`src/pbce_pkg.sv`:
```
// ----------------------------------------------------------------------------
// pbce_pkg
// Shared types and constants of the pixel binarize change encoder: beat
// formats, the command that travels from the front end to the back end,
// cell map codes and configuration register indexes.
// ----------------------------------------------------------------------------
`default_nettype none

package pbce_pkg;

  // Cell map geometry
  localparam int unsigned CELLS        = 8192;
  localparam int unsigned IDX_W        = $clog2(CELLS);
  localparam int unsigned CELL_INDEX_W = 13;

  // Queue depths
  localparam int unsigned CMD_DEPTH = 4;
  localparam int unsigned CMD_PTR_W = $clog2(CMD_DEPTH);
  localparam int unsigned OQ_DEPTH  = 2;
  localparam int unsigned OQ_PTR_W  = $clog2(OQ_DEPTH);

  // Conversion coefficients, Q8, truncated toward zero
  localparam logic signed [9:0] COEF_RV = 10'sd358;  // 1.402
  localparam logic signed [9:0] COEF_GU = 10'sd88;   // 0.344
  localparam logic signed [9:0] COEF_GV = 10'sd182;  // 0.714
  localparam logic signed [9:0] COEF_BU = 10'sd453;  // 1.772

  // Configuration register reset values
  localparam logic [7:0] LIT_THRESHOLD_RST = 8'd70;
  localparam logic [8:0] LINE_STRIDE_RST   = 9'd80;
  localparam logic [8:0] FRAME_HEIGHT_RST  = 9'd60;

  // Configuration register indexes
  typedef enum logic [1:0] {
    CFG_LIT_THRESHOLD = 2'd0,
    CFG_LINE_STRIDE   = 2'd1,
    CFG_FRAME_HEIGHT  = 2'd2
  } cfg_reg_e;

  // Stored cell states
  typedef enum logic [1:0] {
    CELL_UNKNOWN = 2'd0,
    CELL_DARK    = 2'd1,
    CELL_LIT     = 2'd2
  } cell_e;

  // Result kinds
  localparam logic KIND_UPDATE = 1'b0;
  localparam logic KIND_DRAW   = 1'b1;

  // Input beat
  typedef struct packed {
    logic [7:0] luma;
    logic [7:0] chroma_blue;
    logic [7:0] chroma_red;
    logic [7:0] col;
    logic [7:0] row;
    logic       frame_end;
  } pix_t;

  // Result beat
  typedef struct packed {
    logic                    kind;
    logic [CELL_INDEX_W-1:0] cell_index;
    logic                    lit;
    logic                    last;
  } res_t;

  // Classified pixel handed from front end to back end
  typedef struct packed {
    logic             upd;   // cell lookup wanted
    logic [IDX_W-1:0] idx;
    logic             lit;
    logic             fend;  // draw marker wanted
  } cmd_t;

endpackage

`default_nettype wire

```
`src/pbce_cmd_fifo.sv`:
```
// ----------------------------------------------------------------------------
// pbce_cmd_fifo
// Command queue between front end and back end; lets either side stall
// without holding the other.
// ----------------------------------------------------------------------------
`default_nettype none

module pbce_cmd_fifo (
  input  wire logic           clk_i,
  input  wire logic           rst_ni,
  input  wire logic           push_i,
  input  wire pbce_pkg::cmd_t data_i,
  output logic                full_o,
  input  wire logic           pop_i,
  output pbce_pkg::cmd_t      data_o,
  output logic                empty_o
);
  import pbce_pkg::*;

  cmd_t                 slot_q [CMD_DEPTH];
  logic [CMD_PTR_W-1:0] wptr_q, rptr_q;
  logic [CMD_PTR_W:0]   cnt_q;

  assign full_o  = cnt_q == (CMD_PTR_W + 1)'(CMD_DEPTH);
  assign empty_o = cnt_q == '0;
  assign data_o  = slot_q[rptr_q];

  // Pointers and fill level
  always_ff @(posedge clk_i or negedge rst_ni) begin
    if (!rst_ni) begin
      wptr_q <= '0;
      rptr_q <= '0;
      cnt_q  <= '0;
    end else begin
      if (push_i) wptr_q <= wptr_q + 1'b1;
      if (pop_i)  rptr_q <= rptr_q + 1'b1;
      case ({push_i, pop_i})
        2'b10:   cnt_q <= cnt_q + 1'b1;
        2'b01:   cnt_q <= cnt_q - 1'b1;
        default: cnt_q <= cnt_q;
      endcase
    end
  end

  // Storage
  always_ff @(posedge clk_i) begin
    if (push_i) slot_q[wptr_q] <= data_i;
  end

endmodule

`default_nettype wire

```
`config.mk`:
```
export PLATFORM = sky130hd
export DESIGN_NAME = pbce_cmd_fifo
export DESIGN_NICKNAME = d
export VERILOG_FILES = /design/src/pbce_pkg.sv /design/src/pbce_cmd_fifo.sv
export SDC_FILE = /design/constraint.sdc
export NUM_CORES = 1
export LEC_CHECK = 0
export BUFFER_PORTS_ARGS = -buffer_cell sky130_fd_sc_hd__buf_4
export CAP_MARGIN = 10
export CORE_MARGIN = 10
export CORE_UTILIZATION = 38
export DETAILED_ROUTE_END_ITERATION = 16
export GPL_TIMING_DRIVEN = 0
export PLACE_DENSITY = 0.56
export SYNTH_ARGS = -nofsm -noshare
export SYNTH_HDL_FRONTEND = slang
export SYNTH_SLANG_ARGS = --single-unit
```
`constraint.sdc`:
```
create_clock -name clk_i -period 3.4 [get_ports clk_i]
set_clock_uncertainty 0.1 [all_clocks]
set_input_delay 0.68 -clock clk_i [delete_from_list [all_inputs] [get_ports clk_i]]
set_output_delay 0.68 -clock clk_i [all_outputs]
set_load 0.05 [all_outputs]
```
==> out/metrics.yaml, run 1 <==
outcome:
  status: "finished clean"
min_path:
  hold_path.class: "input pin to async pin"
cts:
  cts_resized: 0
  cts.clk_slew.worst_paths_ps: 70
  post_cts_buffers: 0
  cts_tree: "yes"
  cts_buffers: 9
  cts_htree_levels: 3
  holdBufCountCts: 0
  clk-insertion-delay-late_ps: 330
  cts-root-buf: "clkbuf_8"
  cts.sinks: 71
  clk_path_buf_depth: 2
sta:
  max_slew_margin_pct: 40.5
  period_share_pct: 74.8
  timing.fmax_mhz: 393
  drv_slew: 0
  tightest_slew_ps: 893
  rsz0062_at_grt: "no"
  finalSetupViolCount: 0
  min_period_ps: 2540
  fin_setup_tns_ps: 0
  fin_hold_ws_ps: 43.1
  hold_viol: 0
power:
  intPower_mw: 1.98
  netSwitchingFraction_pct: 37.3
  worst_ir_drop_vdd_mv: 0.398
  p_leak_nw: 1.23
  p_sw_mw: 1.18
  p_seq_share_pct: 38.3
  p_clk_share_pct: 20.2
  powerDensity_nw_per_um2: 947
  pwr-share-comb_pct: 41.5
floorplanning:
  core_um2: 6910
  die_y_um: 105
  num_io_pins: 38
  initial_core_util_pct: 39.8
  die_w_um: 105
  dieArea_um2: 11000
  rows: 30
global_route:
  grt_pass1_vias: 1397
  track_usage_pct: 9.09
  grt_pass1_wl_mm: 7.47
  grt_overflow: 0
  antenna_found_initial: 0
  grt_max_degree: 17
finish:
  stdcell_area_um2: 3340
  final_cells: 269
  nNetsFinal: 194
  antenna_cells: 0
  areaGrowthSynthToFinish_pct: 21.5
  drive_gt1_share_pct: 36.4
critical_path:
  cp.arrival_ps: 1760
  start_kind: "register"
  critical_path_class: "register to primary output"
  path_max_fanout: 10
  cp-end-kind: "primary output"
  r2r_slack_ps: 1560
  critPathRequiredTime_ps: 2620
logic_synthesis:
  synth_area_per_cell_um2: 22.9
  yosysSeqAreaShare_pct: 76.3
  ys_ff_latch: 71
  syn-instance-count: 120
  synthDistinctLibCells: 19
  synth_nets: 146
  yosys_warnings: 0
  syn-cell-area_um2: 2750
drt:
  drc_errors: 0
  drt_iter0_markers: 30
  drtAntennaViolNets: 0
  avgViaCountPerCell: 4.67
  wirelength_mm: 4.67
  dr.pass1.iters: 4
  vias: 1257
  wl_per_cell_um: 17.4
placement:
  place_area_um2: 3150
  numPortBuffers: 37
  dp_hpwl_mm: 3.11
  place.gp.congestion: 0.619
  placed_cells: 253
job:
  drv_cap: 0
-- synth_stat cells --
cell type,instances,area (um^2)
nand2_1,2,7.51
ha_1,5,62.6
dfrtp_1,7,175
buf_6,1,11.3
nor2_1,1,3.75
mux4_1,8,210
o21ai_0,1,5.00
inv_1,6,22.5
mux2i_1,1,10.0
nor3_1,1,5.00
edfxtp_1,64,1920
and2_1,4,25.0
xor2_1,4,35.0
xnor2_1,2,17.5
buf_12,1,20.0
mux4_2,8,180
fa_1,1,20.0
and3_1,1,6.26
buf_2,2,10.0
-- per-layer routing --
metal | global-route usage [%] | vias up | part of all wire, %
met4 | 4.41 | 0 | 1.9
met3 | 4.55 | 10 | 5.4
met5 | 0 | - | 0
met2 | 14.4 | 32 | 50
li1 | - | 580 | -
met1 | 9.94 | 635 | 42
-- power groups by stage --
stage | Clock [mW] | Combinational, mW | Sequential (mW)
floorplan | 0 | 0.980 | 1.21
global placement | 0 | 1.33 | 1.22
detailed placement | 0 | 1.35 | 1.23
CTS | 0.660 | 1.35 | 1.21
global route | 0.697 | 1.40 | 1.23
finish | 0.639 | 1.31 | 1.21
-- sequential cells by signal (all words and copies together), names as in the netlist --
name and count:
cnt_q 3, wptr_q 2, slot_q 64, rptr_q 2
-- worst max-delay path: stages (launching register included) --
cell,delay [ps]
dfrtp_1,320
buf_2,220
buf_2,310
mux4_1,360
buf_4,210
-- worst paths after layout --
kind | from | end | cells past startpoint
worst max-delay path | rptr_q[1] | data_o[6] | 4
worst min-delay path | rst_ni | cnt_q[1] | 1
worst max register to register | wptr_q[0] | slot_q[2][10] | 3
worst min register to register | cnt_q[2] | cnt_q[2] | 1
max in group asynchronous | rst_ni | rptr_q[0] | 1
min in group clk_i | cnt_q[2] | cnt_q[2] | 1
-- cells by family after synthesis --
group | share of synthesized area (%)
and+or+nand+nor | 1.73
AOI/OAI and AO/OA | 0.182
DFF | 76.3
xor gates and xnor gates | 1.91
muxes | 14.6
buffers and inverters | 2.32
adders and majority gates | 3.00
-- through the flow --
stage | util (%) | power, mW | setup WS (ps)
3_5_place_dp | 45.6 | 2.58 | 1200
3_3_place_gp | 45.6 | 2.55 | 1190
4_1_cts | 48.4 | 3.22 | 813
6_report | 48.4 | 3.16 | 858
2_1_floorplan | - | 2.19 | 1140
5_1_grt | 48.4 | 3.33 | 743
-- placed cells by master, fill, tap and decap left out, drive strengths merged --
cell type	netlist	final
ha	5	5
clkinv	0	2
o21ai	1	1
dfrtp	7	7
clkinvlp	0	1
and2	4	4
bufinv	0	1
buf	4	41
mux4	16	16
clkbuf	0	12
inv	6	6
xnor2	2	2
fa	1	1
mux2i	1	1
edfxtp	64	64
nand2	2	2
xor2	4	4
and3	1	1
nor3	1	1
nor2	1	1
-- final cells by class --
type                            count  area, um^2
Clock buffer                       12         145
Buffer                              4        41.3
Sequential cell                    71        2100
Fill cell                         602        3570
Multi-Input combinational cell     39         588
Tap cell                           96         120
Timing Repair Buffer               37         278
Clock inverter                      4        47.5
Inverter                            6        22.5
No activity file was read; power rests on OpenSTA's default activity.
==> run 2: changes to the inputs <==
ABC_AREA = 1   (was unset)
PLACE_DENSITY = 0.55   (was 0.56)
clock period = 2.5 ns   (was 3.4 ns; I/O delays follow)
==> run 2 against run 1 <==
- via count grew 45%
- first-iteration DRC count increased by 140%
- synthesized area up 17%
- highest routed layer unchanged
- power rose by 67%
- sequential power rose by 38%
- sequential cell count stayed put
- final cell count is 46% higher
- worst hold slack gained 210 ps
- clock power is 54% higher
- utilization decreased by 1.7 points
- critical path depth up 2
==> out/metrics.yaml, run 2 <==
sta:
  max_slew_margin_pct: 45.5  # +5.0 points
  rsz0062_at_grt: "no"
  drv_slew: 0  # unchanged
  layout_setup_ws_ps: 361  # -496 ps
  timing.fmax_mhz: 468
  hold_viol: 0  # unchanged
  fin_setup_tns_ps: 0  # unchanged
  fin_hold_ws_ps: 255  # +212 ps
  finalSetupViolCount: 0  # unchanged
  min_period_ps: 2140
  period_share_pct: 85.5
  tightest_slew_ps: 817  # -75.4 ps
finish:
  final_cells: 393  # +46%
  top_register: "slot_q"
  top_regs: "slot_q: 64 flops, cnt_q: 3 flops"
  drive_gt1_share_pct: 39.2  # +2.8 points
  final_common_cell: "edfxtp_1"
  nNetsFinal: 309  # +59%
  areaGrowthSynthToFinish_pct: 19.5
  layout_common_cells: "edfxtp_1, inv_1, buf_4, nand2_1, nand2_2"
  antenna_cells: 0  # unchanged
  fillers: 749  # +24%
  stdcell_area_um2: 3830  # +15%
  largest_register_ffs: 64  # unchanged
  fin_util_pct: 46.7  # -1.7 points
logic_synthesis:
  netlist_top_cells_count: "edfxtp_1, inv_1, nand2_1"
  ys_ff_latch: 71  # unchanged
  synth_area_per_cell_um2: 13.7  # -40%
  synthArstFlopShare_pct: 9.86  # unchanged
  syn-instance-count: 235  # +96%
  netlist.area_leader.share_pct: 59.9  # -10 points
  syn-cell-area_um2: 3210  # +17%
  synth_area_leaders: "edfxtp_1, o211ai_2, dfrtp_1"
  synth_top_area_cell: "edfxtp_1"
  synth_ff_type: "edfxtp_1"
  synthDistinctLibCells: 23  # +4
  synth_edf_count: 64  # unchanged
  synth_nets: 261  # +79%
  yosys_warnings: 0  # unchanged
  yosysSeqAreaShare_pct: 65.3  # -11 points
  synth_most_common_cell: "edfxtp_1"
critical_path:
  cp.arrival_ps: 1540  # -220 ps
  regToRegStartpoint: "wptr_q[1]"
  start_kind: "register"
  reg2reg_to: "slot_q[1][14]"
  path_max_fanout: 10  # unchanged
  critPathRequiredTime_ps: 1900  # -720 ps
  endpoint: "data_o[5]"
  r2r_slack_ps: 740  # -820 ps
  reg2reg_depth: 4  # +1
  crit_start: "rptr_q[1]"
  critical_path_class: "register to primary output"
  cp-end-kind: "primary output"
floorplanning:
  rows: 33  # +10%
  initial_core_util_pct: 39.1  # -0.74 points
  dieArea_um2: 12500  # +13%
  die_w_um: 112  # +6.5%
  core_um2: 8220  # +19%
  num_io_pins: 38  # unchanged
  die_y_um: 112  # +6.5%
min_path:
  holdPathStages: 1
  hold_path.class: "input pin to register"
outcome:
  status: "finished clean"
cts:
  cts_tree: "yes"
  holdBufCountCts: 1  # +1
  cts.sinks: 71  # unchanged
  cts_htree_levels: 3  # unchanged
  cts.clk_slew.worst_paths_ps: 80  # about the same
  post_cts_buffers: 0  # unchanged
  clk-insertion-delay-late_ps: 340  # about the same
  cts-root-buf: "clkbuf_8"
  cts_resized: 0  # unchanged
  cts_buffers: 9  # unchanged
  clk_path_buf_depth: 2  # unchanged
power:
  netSwitchingFraction_pct: 43.5  # +6.2 points
  p_leak_nw: 1.60  # +30%
  p_sw_mw: 2.30  # +95%
  powerDensity_nw_per_um2: 1380  # +46%
  p_seq_share_pct: 31.6  # -6.7 points
  p_total_mw: 5.30  # +67%
  intPower_mw: 3.00  # +51%
  worst_ir_drop_vdd_mv: 0.558  # +40%
  pwr-share-comb_pct: 49.9  # +8.4 points
  p_clk_share_pct: 18.5  # -1.7 points
placement:
  place_ws_ps: 659  # -538 ps
  dp_hpwl_mm: 4.07  # +31%
  numPortBuffers: 36  # -2.7%
  place_area_um2: 3610  # +15%
  place.gp.congestion: 0.685  # +11%
  placed_cells: 376  # +49%
global_route:
  grt_max_degree: 17  # unchanged
  grt_pass1_vias: 1813  # +30%
  grt_pass1_wl_mm: 9.99  # +34%
  grt_overflow: 0  # unchanged
  antenna_found_initial: 0  # unchanged
  track_usage_pct: 10.4  # +1.3 points
drt:
  drt_iter0_markers: 72  # +140%
  dr.pass1.iters: 5  # +1
  vias: 1817  # +45%
  avgViaCountPerCell: 4.62  # -1.1%
  wl_per_cell_um: 16.3  # -6.3%
  wirelength_mm: 6.39  # +37%
  drc_errors: 0  # unchanged
  drtAntennaViolNets: 0  # unchanged
job:
  drv_cap: 0  # unchanged
==> run 2: logic make-up (layout without fill, tap and decap cells) <==
logic type      after synthesis  count (layout)  synth area share [%]
flops                        71              71                  65.3
simple gates                 63              63                  9.59
buf+inv                      57             110                  9.79
xor+xnor                      4               4                  1.33
compound gates               34              34                  11.4
fa+ha+maj                     6               6                  2.57
==> run 2: power groups by stage <==
stage	Combinational, mW	Clock [mW]	Sequential [mW]
after floorplan	1.98	0	1.67
after global placement	2.66	0	1.69
after detailed placement	2.70	0	1.70
after CTS	2.70	1.01	1.67
after global routing	2.85	1.06	1.69
final	2.64	0.983	1.67
==> run 2: critical path, stage by stage (launching register included) <==
cell	delay, ps
dfrtp_1	370
buf_6	140
clkinv_4	100
buf_6	190
o211ai_2	110
nand2_2	70
buf_4	190
==> run 2: how the worst min path moves through the flow <==
stage / start / slack, ps / to
6_report: data_i[3] / 260 / slot_q[3][3]
5_1_grt: data_i[11] / 240 / slot_q[3][11]
4_1_cts: data_i[11] / 240 / slot_q[3][11]
3_5_place_dp: rst_ni / 220 / cnt_q[2]
3_3_place_gp: rst_ni / 220 / cnt_q[2]
2_1_floorplan: rst_ni / 100 / cnt_q[0]
==> run 2: final cells by class <==
cell class	count	area [um^2]	area share [%]
Multi-Input combinational cell	107	798	20.8
Inverter	46	178	4.63
Tap cell	105	131	3.43
Timing Repair Buffer	37	280	7.31
Buffer	11	136	3.56
Clock buffer	10	128	3.33
Sequential cell	71	2100	54.7
Clock inverter	6	85.1	2.22
==> run 2: routing by layer <==
metal	part of all wire [%]	wire length, um	GRT usage (%)	vias up
li1	-	-	-	888
met5	0	0	0	-
met3	3.8	240	2.47	8
met2	52	3310	17.8	30
met4	1.6	102	5.91	0
met1	43	2740	11.6	891
