<file path="config.mk">
export PLATFORM = sky130hd
export DESIGN_NAME = pbce_front
export DESIGN_NICKNAME = d
export VERILOG_FILES = /design/src/pbce_pkg.sv /design/src/pbce_front.sv
export SDC_FILE = /design/constraint.sdc
export NUM_CORES = 1
export LEC_CHECK = 0
export BUFFER_PORTS_ARGS = -buffer_cell sky130_fd_sc_hd__buf_4
export CAP_MARGIN = 10
export CORE_MARGIN = 3
export CORE_UTILIZATION = 55
export DETAILED_ROUTE_END_ITERATION = 10
export PLACE_DENSITY = 0.81
export SYNTH_ARGS = -nofsm -noshare
export SYNTH_HDL_FRONTEND = slang
export SYNTH_SLANG_ARGS = --single-unit
export TNS_END_PERCENT = 10
</file>
<file path="constraint.sdc">
create_clock -name clk_i -period 6.1 [get_ports clk_i]
set_input_delay 1.525 -clock clk_i [delete_from_list [all_inputs] [get_ports clk_i]]
set_output_delay 1.525 -clock clk_i [all_outputs]
set_load 0.02 [all_outputs]
</file>
<file path="src/pbce_pkg.sv">
// ----------------------------------------------------------------------------
// pbce_pkg
// Shared types and constants of the pixel binarize change encoder: beat
// formats, the command that travels from the front end to the back end,
// cell map codes and configuration register indexes.
// ----------------------------------------------------------------------------
`default_nettype none

package pbce_pkg;

  // Cell map geometry
  localparam int unsigned CELLS        = 8192;
  localparam int unsigned IDX_W        = $clog2(CELLS);
  localparam int unsigned CELL_INDEX_W = 13;

  // Queue depths
  localparam int unsigned CMD_DEPTH = 4;
  localparam int unsigned CMD_PTR_W = $clog2(CMD_DEPTH);
  localparam int unsigned OQ_DEPTH  = 2;
  localparam int unsigned OQ_PTR_W  = $clog2(OQ_DEPTH);

  // Conversion coefficients, Q8, truncated toward zero
  localparam logic signed [9:0] COEF_RV = 10'sd358;  // 1.402
  localparam logic signed [9:0] COEF_GU = 10'sd88;   // 0.344
  localparam logic signed [9:0] COEF_GV = 10'sd182;  // 0.714
  localparam logic signed [9:0] COEF_BU = 10'sd453;  // 1.772

  // Configuration register reset values
  localparam logic [7:0] LIT_THRESHOLD_RST = 8'd70;
  localparam logic [8:0] LINE_STRIDE_RST   = 9'd80;
  localparam logic [8:0] FRAME_HEIGHT_RST  = 9'd60;

  // Configuration register indexes
  typedef enum logic [1:0] {
    CFG_LIT_THRESHOLD = 2'd0,
    CFG_LINE_STRIDE   = 2'd1,
    CFG_FRAME_HEIGHT  = 2'd2
  } cfg_reg_e;

  // Stored cell states
  typedef enum logic [1:0] {
    CELL_UNKNOWN = 2'd0,
    CELL_DARK    = 2'd1,
    CELL_LIT     = 2'd2
  } cell_e;

  // Result kinds
  localparam logic KIND_UPDATE = 1'b0;
  localparam logic KIND_DRAW   = 1'b1;

  // Input beat
  typedef struct packed {
    logic [7:0] luma;
    logic [7:0] chroma_blue;
    logic [7:0] chroma_red;
    logic [7:0] col;
    logic [7:0] row;
    logic       frame_end;
  } pix_t;

  // Result beat
  typedef struct packed {
    logic                    kind;
    logic [CELL_INDEX_W-1:0] cell_index;
    logic                    lit;
    logic                    last;
  } res_t;

  // Classified pixel handed from front end to back end
  typedef struct packed {
    logic             upd;   // cell lookup wanted
    logic [IDX_W-1:0] idx;
    logic             lit;
    logic             fend;  // draw marker wanted
  } cmd_t;

endpackage

`default_nettype wire

</file>
<file path="src/pbce_front.sv">
// ----------------------------------------------------------------------------
// pbce_front
// Front end: holds the configuration registers, takes pixel beats, forms
// the color products and the row offset in one register stage, then
// classifies the pixel (lit, row kept, index in range) into a command.
// ----------------------------------------------------------------------------
`default_nettype none

module pbce_front (
  input  wire logic            clk_i,
  input  wire logic            rst_ni,
  input  wire logic            take_i,
  input  wire pbce_pkg::pix_t  pix_i,
  output logic                 ready_o,
  input  wire logic            cfg_we_i,
  input  wire logic [1:0]      cfg_idx_i,
  input  wire logic [8:0]      cfg_data_i,
  output logic                 cmd_push_o,
  output pbce_pkg::cmd_t       cmd_o,
  input  wire logic            cmd_full_i
);
  import pbce_pkg::*;

  logic [7:0] thr_q;
  logic [8:0] stride_q;
  logic [8:0] height_q;

  logic               s1_valid_q;
  logic [7:0]         luma_q;
  logic signed [17:0] rv_q, rv_d;
  logic signed [17:0] gc_q, gc_d;
  logic signed [17:0] bu_q, bu_d;
  logic [17:0]        prod_q, prod_d;
  logic [7:0]         col_q;
  logic               row_ok_q, row_ok_d;
  logic               fend_q;

  logic signed [7:0]  u, v;
  logic signed [18:0] base, r8, g8, b8, lim;
  logic [18:0]        idx_full;
  logic               in_range, pix_lit, need_cmd, s1_take;

  // Configuration registers
  always_ff @(posedge clk_i or negedge rst_ni) begin
    if (!rst_ni) begin
      thr_q    <= LIT_THRESHOLD_RST;
      stride_q <= LINE_STRIDE_RST;
      height_q <= FRAME_HEIGHT_RST;
    end else if (cfg_we_i) begin
      case (cfg_reg_e'(cfg_idx_i))
        CFG_LIT_THRESHOLD: thr_q    <= cfg_data_i[7:0];
        CFG_LINE_STRIDE:   stride_q <= cfg_data_i;
        CFG_FRAME_HEIGHT:  height_q <= cfg_data_i;
        default: ;
      endcase
    end
  end

  // Products of the incoming beat
  always_comb begin
    u      = $signed(pix_i.chroma_blue ^ 8'h80);
    v      = $signed(pix_i.chroma_red ^ 8'h80);
    rv_d   = 18'(v) * 18'(COEF_RV);
    gc_d   = -(18'(u) * 18'(COEF_GU)) - (18'(v) * 18'(COEF_GV));
    bu_d   = 18'(u) * 18'(COEF_BU);
    prod_d = {9'd0, ({1'b0, pix_i.row} + 9'd1)} * {9'd0, stride_q};
    row_ok_d = ({2'b00, pix_i.row} + 10'd2) < {1'b0, height_q};
  end

  // Stage 1 registers
  always_ff @(posedge clk_i or negedge rst_ni) begin
    if (!rst_ni) begin
      s1_valid_q <= 1'b0;
    end else if (take_i) begin
      s1_valid_q <= 1'b1;
    end else if (s1_take) begin
      s1_valid_q <= 1'b0;
    end
  end

  always_ff @(posedge clk_i) begin
    if (take_i) begin
      luma_q   <= pix_i.luma;
      rv_q     <= rv_d;
      gc_q     <= gc_d;
      bu_q     <= bu_d;
      prod_q   <= prod_d;
      col_q    <= pix_i.col;
      row_ok_q <= row_ok_d;
      fend_q   <= pix_i.frame_end;
    end
  end

  // Classification: channel at least (threshold+1)*256, index check
  always_comb begin
    base     = $signed({3'b000, luma_q, 8'h00});
    r8       = base + 19'(rv_q);
    g8       = base + 19'(gc_q);
    b8       = base + 19'(bu_q);
    lim      = $signed({2'b00, {1'b0, thr_q} + 9'd1, 8'h00});
    pix_lit  = (r8 >= lim) || (g8 >= lim) || (b8 >= lim);
    idx_full = {1'b0, prod_q} + {11'd0, col_q};
    in_range = idx_full < 19'(CELLS);

    cmd_o.upd  = row_ok_q && in_range;
    cmd_o.idx  = idx_full[IDX_W-1:0];
    cmd_o.lit  = pix_lit;
    cmd_o.fend = fend_q;

    // Pixels that can give no result are dropped here
    need_cmd   = cmd_o.upd || fend_q;
    cmd_push_o = s1_valid_q && need_cmd && !cmd_full_i;
    s1_take    = s1_valid_q && (!need_cmd || !cmd_full_i);
    ready_o    = !s1_valid_q || s1_take;
  end

endmodule

`default_nettype wire

</file>
==> results of run 1 <==
==> area by class of cell <==
class,count,area [um2]
timing repair buffer,192,1450
sequential,114,3300
fill,1807,8020
multi-input combinational,1042,10100
clock buffer,17,425
tap,324,405
clock inverter,15,128
inverter,232,878
==> placed cells by master (no fill, tap or decap), types with 7 or more instances in the layout <==
| cell type | synthesis | layout |
|---|---|---|
| and3_1 | 11 | 11 |
| ha_1 | 259 | 241 |
| and2_1 | 53 | 53 |
| a21o_1 | 23 | 23 |
| o21bai_1 | 14 | 14 |
| buf_4 | 2 | 191 |
| or2_2 | 11 | 10 |
| nor2b_1 | 20 | 19 |
| xor2_1 | 36 | 35 |
| dfstp_2 | 9 | 9 |
| nand4_1 | 11 | 11 |
| o21ai_0 | 34 | 28 |
| mux2_2 | 24 | 24 |
| nor3_1 | 25 | 25 |
| a211oi_1 | 7 | 7 |
| a21oi_1 | 64 | 60 |
| ha_4 | 0 | 18 |
| o21a_1 | 18 | 18 |
| fa_1 | 105 | 104 |
| edfxtp_1 | 87 | 87 |
| dfrtp_1 | 18 | 18 |
| xnor2_1 | 77 | 73 |
| nand3_1 | 14 | 14 |
| inv_1 | 232 | 227 |
| nand2_1 | 62 | 62 |
| nor2_1 | 65 | 63 |
| a31oi_1 | 14 | 14 |
| nand2b_1 | 13 | 13 |
| clkbuf_16 | 0 | 17 |
==> power groups by stage <==
stage / Clock, mW / Sequential, mW / Combinational, mW
floorplan: 0 / 1.38 / 4.19
global placement: 0 / 1.44 / 5.83
detailed placement: 0 / 1.45 / 6.04
CTS: 0.933 / 1.44 / 6.10
global route: 0.971 / 1.46 / 7.00
finish: 0.921 / 1.44 / 6.23
==> cells by family (layout without fill, tap and decap cells) <==
family                   after synthesis  count (layout)
multiplexers                          29              29
AO/OA/AOI/OAI                        220             220
flip-flops                           114             114
buffers and inverters                244             456
adder cells (fa/ha/maj)              364             364
AND/OR/NAND/NOR                      316             316
XOR/XNOR                             113             113
==> per-layer routing <==
| layer | up-vias | GRT usage (%) | routed length, um |
|---|---|---|---|
| met5 | - | 0 | 0 |
| met4 | 0 | 9.00 | 1260 |
| met3 | 94 | 3.89 | 1270 |
| met2 | 259 | 43.7 | 16100 |
| met1 | 5057 | 28.0 | 12600 |
| li1 | 5191 | - | - |
==> metrics by stage <==
step | power (mW) | TNS, ns
3_3_place_gp | 7.27 | -1.01
5_1_grt | 9.44 | -0.0713
3_5_place_dp | 7.49 | -2.17
6_report | 8.59 | 0
2_1_floorplan | 5.57 | -0.0213
4_1_cts | 8.48 | 0
==> final timing paths <==
check	end	slack (ns)	depth (start not counted)
max	cmd_o[1]	0.13	16
min	height_q[1]	0.51	1
max reg2reg	prod_q[17]	1.51	16
min reg2reg	height_q[1]	0.51	1
max in group asynchronous	stride_q[4]	4.78	1
min in group asynchronous	s1_valid_q	1.00	1
==> synth_stat cells (13+ instances only) <==
library cell / n / area [um2]
nand3_1: 14 / 70.1
nand2_1: 62 / 233
fa_1: 105 / 2100
nor2_1: 65 / 244
nand2b_1: 13 / 81.3
xor2_1: 36 / 315
dfrtp_1: 18 / 450
and2_1: 53 / 332
nor3_1: 25 / 125
a21oi_1: 64 / 320
a21o_1: 23 / 173
nor2b_1: 20 / 125
ha_1: 259 / 3240
o21ai_0: 34 / 170
o21bai_1: 14 / 105
inv_1: 232 / 871
a31oi_1: 14 / 87.6
edfxtp_1: 87 / 2610
xnor2_1: 77 / 674
mux2_2: 24 / 270
o21a_1: 18 / 135
==> registers in the layout, summed over array words and instances (netlist names) <==
| register | flops |
|---|---|
| bu_q | 18 |
| prod_q | 18 |
| gc_q | 17 |
| rv_q | 16 |
| height_q | 9 |
| stride_q | 9 |
| col_q | 8 |
| luma_q | 8 |
| thr_q | 8 |
| fend_q | 1 |
| row_ok_q | 1 |
| s1_valid_q | 1 |
==> what timing repair did <==
action	CTS	global route
endpoints found under the setup margin	0	6
gates resized for setup	0	28
buffers inserted	0	4
==> reports/results.md, run 1 <==
### Status
• outcome: finished, final reports clean

### Timing
• Worst Tran Pin Value: 1.12 ns
• final worst clock skew: 0.00451 ns
• number of endpoints failing setup at the final stage: 0
• number of hold violations in the final report: 0
• fmax: 168 MHz
• time the worst path needs with I/O delays and setup: 5.97 ns
• max-slew violations: 0
• hold slack: 0.507 ns
• PnR worst setup slack: 0.133 ns
• fraction of the cycle the final worst path needs: 97.8%
• slew margin rel.: 25.5%

### Cells and area
• Layout Area Growth over Synthesis: 19.2%
• filler-free cell count of the finished design: 1,936
• number of antenna diodes: 0
• Final Core Density: 67.5%
• fraction of layout cells with a size suffix above 1: 19.6%
• Finished Cell Area: 16,700 um2
• count of nets after finishing: 2,020

### Floorplanning
• width of the chip: 165 um
• initial core utilization: 56.6%
• Die ar.: 27,400 um2
• core box area: 24,700 um2
• Vert. Die Dim: 165 um
• Std-Cell Rows: 57
• IO Pins: 75

### Clock network
• CTS tree: yes
• Root Buffer: clkbuf_16
• maximum count of clock buffers along a single path: 2
• hold_buf cts: 0
• Inserted Clock Buffers: 17
• post-CTS clock slew at the launch and capture registers of the worst setup and hold paths: 0.06 ns
• clock latency on the worst-skew pair: 0.43 ns
• clk sinks: 114
• H-tree levels: 4

### Critical path
• Worst setup SP type: flip-flop
• arrival time reported for the critical path endpoint: 4.44 ns
• cell-by-cell listing of the critical path: ha_1 > fa_1 > a21o_1 > a21oi_1 > nor2b_1 > o21a_1 > nor2_1 > xnor2_1 > ha_1 > a21o_1 > a221oi_1 > nand2b_1 > a21oi_1 > a21oi_1 > or4_1 > buf_4
• Critical Path Slowest Stage Cell: or4_1
• Crit Path Category: flip-flop to primary output
• launching instance or port of the critical path: luma_q[0]
• critical path required time: 4.58 ns
• Worst path most repeated cell: a21oi_1
• combined buffer and inverter count along the critical path: 1
• delay of the slowest cell on the worst path: 0.47 ns
• source of the worst register-to-register timing path: stride_q[6]
• CP Capture Type: primary output
• Max FO, Critical Path: 3
• Top delay family on crit path: compound AO/OA/AOI/OAI gates

### Global route
• largest net degree at the start of global routing: 89
• wire length of the first global-routing pass: 52.2 mm
• remaining global-route overflow: 0
• initial antenna violation count: 0
• Total Routing Usage GR: 23.9%
• number of global-route vias before repair: 11,300

### Place
• global placer's final weighted congestion: 0.901
• Port Buffers: 74
• DPL Wire Length: 25.6 mm
• Post-DP Area: 15,900 um2
• dpl cells: 1,900
• DP Worst Slack: -0.358 ns

### Yosys
• Post-Syn Instances: 1,400
• parity-gate share of the synthesized area counting xor and xnor cells: 7.08%
• most common flop cell mapped by yosys: edfxtp_1
• Yosys warning total: 0
• sequential element share of the synthesized area: 23.6%
• number of flops mapped to enable cells by yosys: 87
• number of different library cells in the post-synthesis netlist: 62
• proportion of synthesized flip-flops having asynchronous set or reset: 23.7%
• complex-gate fraction of the synthesized area: 10.4%
• net count after synthesis: 1,821
• proportion of synthesized area in mux cells: 2.29%
• adder-cell share of the synthesized area: 38.2%
• post-synthesis simple-gate area fraction: 11.8%
• cell area after technology mapping: 14,000 um2
• mean instance size in the synthesized netlist: 9.98 um2
• post-synthesis register bit count: 114
• dominant combinational cell family by area after synthesis: adder cells

### Drt
• 1st-pass router iterations: 5
• post-DR wirelength/cell: 16.2 um
• DRC violation count after routing: 0
• antenna-violating nets left: 0
• overall routed net length: 31.3 mm
• per-cell via count in the routed design: 5.48
• total via count in the routed design: 10,600
• count of routing violations after the opening detailed-route iteration: 493

### Power and ir drop
• net switching component of the power: 3.68 mW
• power density normalized to cell area: 516 nW/um2
• fraction of power consumed by sequential logic: 16.8%
• Max rail drop VDD: 0.682 mV
• Logic pwr share: 72.5%
• static power due to leakage: 8.10 nW
• Internal Dissipation: 4.91 mW
• switching share of power: 42.8%
• Clock Power Share: 10.7%

### Run
• max-cap violations: 0

### Hold path
• worst min-delay path startpoint: height_q[1]
• Hold Path Class: flip-flop to flip-flop

No activity file was read; power rests on OpenSTA's default activity.
==> run 2: changes to the inputs <==
--- a/config.mk
+++ b/config.mk
@@ -10,7 +10,8 @@
 export CORE_MARGIN = 3
 export CORE_UTILIZATION = 55
 export DETAILED_ROUTE_END_ITERATION = 10
-export PLACE_DENSITY = 0.81
+export PLACE_DENSITY = 0.82
+export SETUP_SLACK_MARGIN = 0.2
 export SYNTH_ARGS = -nofsm -noshare
 export SYNTH_HDL_FRONTEND = slang
 export SYNTH_SLANG_ARGS = --single-unit
==> reports/results.md, run 2 (synthesis gave the netlist of run 1 again) <==
### Critical path
• length in cells of the worst reg-to-reg path: 16, unchanged
• Critical Path Slowest Stage Cell: fa_1
• Worst setup SP type: primary input
• reg-to-reg slack, setup: 1.64 ns, +0.13 ns
• cell-by-cell listing of the critical path: buf_6 > ha_4 > inv_2 > fa_1 > fa_1 > fa_1 > inv_2 > ha_4 > nand2_2 > o21ai_2 > o21a_1 > o21ai_2 > nand2b_1 > a21oi_2 > xor2_1 > ha_1 > ha_4 > or2_4 > a21o_1 > a21o_1 > o2111ai_1 > nand2_1 > nor4_2 > a311oi_2
• source of the worst register-to-register timing path: stride_q[6]
• critical path required time: 6.26 ns, +1.68 ns
• CP Capture Type: flip-flop
• arrival time reported for the critical path endpoint: 6.08 ns, +1.64 ns
• Crit Path Category: primary input to flip-flop
• critical path depth in cells: 24, +8
• Max FO, Critical Path: 4, +1
• R2R Path End: prod_q[17]
• delay of the slowest cell on the worst path: 0.54 ns, +0.07 ns
• Top delay family on crit path: adder cells
• combined buffer and inverter count along the critical path: 3, +2

### Floorplanning
• width of the chip: 165 um, unchanged
• Std-Cell Rows: 57, unchanged
• Vert. Die Dim: 165 um, unchanged
• initial core utilization: 56.6%, unchanged
• core box area: 24,700 um2, unchanged
• IO Pins: 75, unchanged
• Die ar.: 27,400 um2, unchanged

### Global route
• remaining global-route overflow: 0, unchanged
• largest net degree at the start of global routing: 89, unchanged
• Total Routing Usage GR: 23.8%, -0.076 points
• wire length of the first global-routing pass: 51.6 mm, -1.1%
• initial antenna violation count: 0, unchanged
• number of global-route vias before repair: 11,200, -1.1%

### Hold path
• worst min-delay path startpoint: height_q[1]
• endpoint of the worst hold path: height_q[1]
• Hold Path Class: flip-flop to flip-flop
• Worst Hold Path Cells: 1, unchanged

### Cells and area
• Final Core Density: 68.0%, +0.52 points
• leading cell types in the layout, fill and taps excluded: ha_1, inv_1, buf_4
• Filler Cells Inserted: 1,769, -2.1%
• Layout Area Growth over Synthesis: 20.1%
• fraction of layout cells with a size suffix above 1: 20.5%, +0.89 points
• number of antenna diodes: 0, unchanged
• largest registers: bu_q x18, prod_q x18, gc_q x17
• count of nets after finishing: 2,018, -0.099%
• Finished Cell Area: 16,800 um2, +0.77%
• most common library cell in the layout ignoring fill and taps: ha_1

### Power and ir drop
• switching share of power: 42.3%, -0.50 points
• net switching component of the power: 3.74 mW, +1.6%
• Max rail drop VDD: 0.560 mV, -18%
• Logic pwr share: 72.6%, about the same
• static power due to leakage: 8.12 nW, +0.22%
• fraction of power consumed by sequential logic: 16.4%, -0.4 points
• Clock Power Share: 11.0%, +0.3 points
• Internal Dissipation: 5.09 mW, +3.7%
• power density normalized to cell area: 526 nW/um2, +2.0%

### Timing
• fmax: 169 MHz, +0.78%
• Worst Tran Pin Value: 1.12 ns, +0.00362 ns
• slew margin rel.: 25.3%, -0.24 points
• RSZ-0062 raised after global routing: true
• max-slew violations: 0, unchanged
• number of endpoints failing setup at the final stage: 0, unchanged
• final worst clock skew: 0.00959 ns, +0.00508 ns
• fraction of the cycle the final worst path needs: 97.1%, -0.76 points
• number of hold violations in the final report: 0, unchanged
• time the worst path needs with I/O delays and setup: 5.92 ns, -0.0462 ns

### Place
• global placer's final weighted congestion: 0.889, -1.3%
• Post-DP Area: 15,900 um2, -0.19%
• DPL Wire Length: 25.4 mm, -0.81%
• Port Buffers: 74, unchanged

### Drt
• per-cell via count in the routed design: 5.51, +0.60%
• overall routed net length: 31.8 mm, +1.5%
• count of routing violations after the opening detailed-route iteration: 589, +19%
• DRC violation count after routing: 0, unchanged
• total via count in the routed design: 10,700, +0.50%
• post-DR wirelength/cell: 16.4 um, +1.6%
• antenna-violating nets left: 0, unchanged
• 1st-pass router iterations: 5, unchanged

### Clock network
• post-CTS clock slew at the launch and capture registers of the worst setup and hold paths: 0.06 ns, about the same
• CTS tree: yes
• maximum count of clock buffers along a single path: 2, unchanged
• clock latency on the worst-skew pair: 0.42 ns, about the same
• hold_buf cts: 0, unchanged
• clk sinks: 114, unchanged
• Root Buffer: clkbuf_16
• H-tree levels: 4, unchanged
• Inserted Clock Buffers: 17, unchanged

### Run
• max-cap violations: 0, unchanged

### Status
• outcome: finished, final reports clean

run 2: metal layers:
metal / global-route usage [%] / share of wire, % / vias up / routed length, um
met5: 0 / 0 / - / 0
met4: 8.88 / 3.5 / 0 / 1100
met3: 4.39 / 3.8 / 88 / 1200
met2: 44.2 / 53 / 261 / 16800
met1: 27.0 / 40 / 5115 / 12700
li1: - / - / 5190 / -
run 2: worst max path at each step:
stage,from,to,slack (ns)
after floorplan,pix_i[23],gc_q[17],-0.02
after global placement,pix_i[2],prod_q[16],-0.24
after detailed placement,pix_i[2],prod_q[16],-0.39
after CTS,pix_i[23],gc_q[17],0.15
after global routing,pix_i[20],gc_q[17],-0.02
final,pix_i[20],gc_q[17],0.18
run 2: stage by stage:
stage	cells	hold WS [ns]	setup WS, ns	power [mW]	TNS (ns)
after floorplan	1400	0.479	-0.0161	5.57	-0.0161
after global placement	1896	0.490	-0.244	7.24	-1.24
after detailed placement	1896	0.495	-0.389	7.48	-2.28
after CTS	1930	0.507	0.152	8.55	0
after global routing	1934	0.540	-0.0170	9.66	-0.0170
final	1934	0.504	0.179	8.83	0
run 2: final cells by class:
type                       instances  area [um2]  share of cell area, %
multi-input combinational       1042       10200                   60.7
sequential                       114        3300                   19.7
timing repair buffer             190        1440                   8.58
inverter                         232         878                   5.23
clock buffer                      21         483                   2.88
tap                              324         405                   2.41
clock inverter                    11        98.8                  0.589
run 2: power by group through the flow:
stage / logic [mW] / clock network [mW] / registers (mW)
after CTS: 6.12 / 0.982 / 1.45
after floorplan: 4.19 / 0 / 1.38
after detailed placement: 6.02 / 0 / 1.46
after global placement: 5.80 / 0 / 1.44
after global routing: 7.17 / 1.02 / 1.47
final: 6.41 / 0.971 / 1.45
run 2: timing repair:
action	in CTS	in global routing
setup endpoints to repair	5	13
resized for setup	4	50
pin swaps	4	35
buffers inserted	2	4
gates cloned	0	0
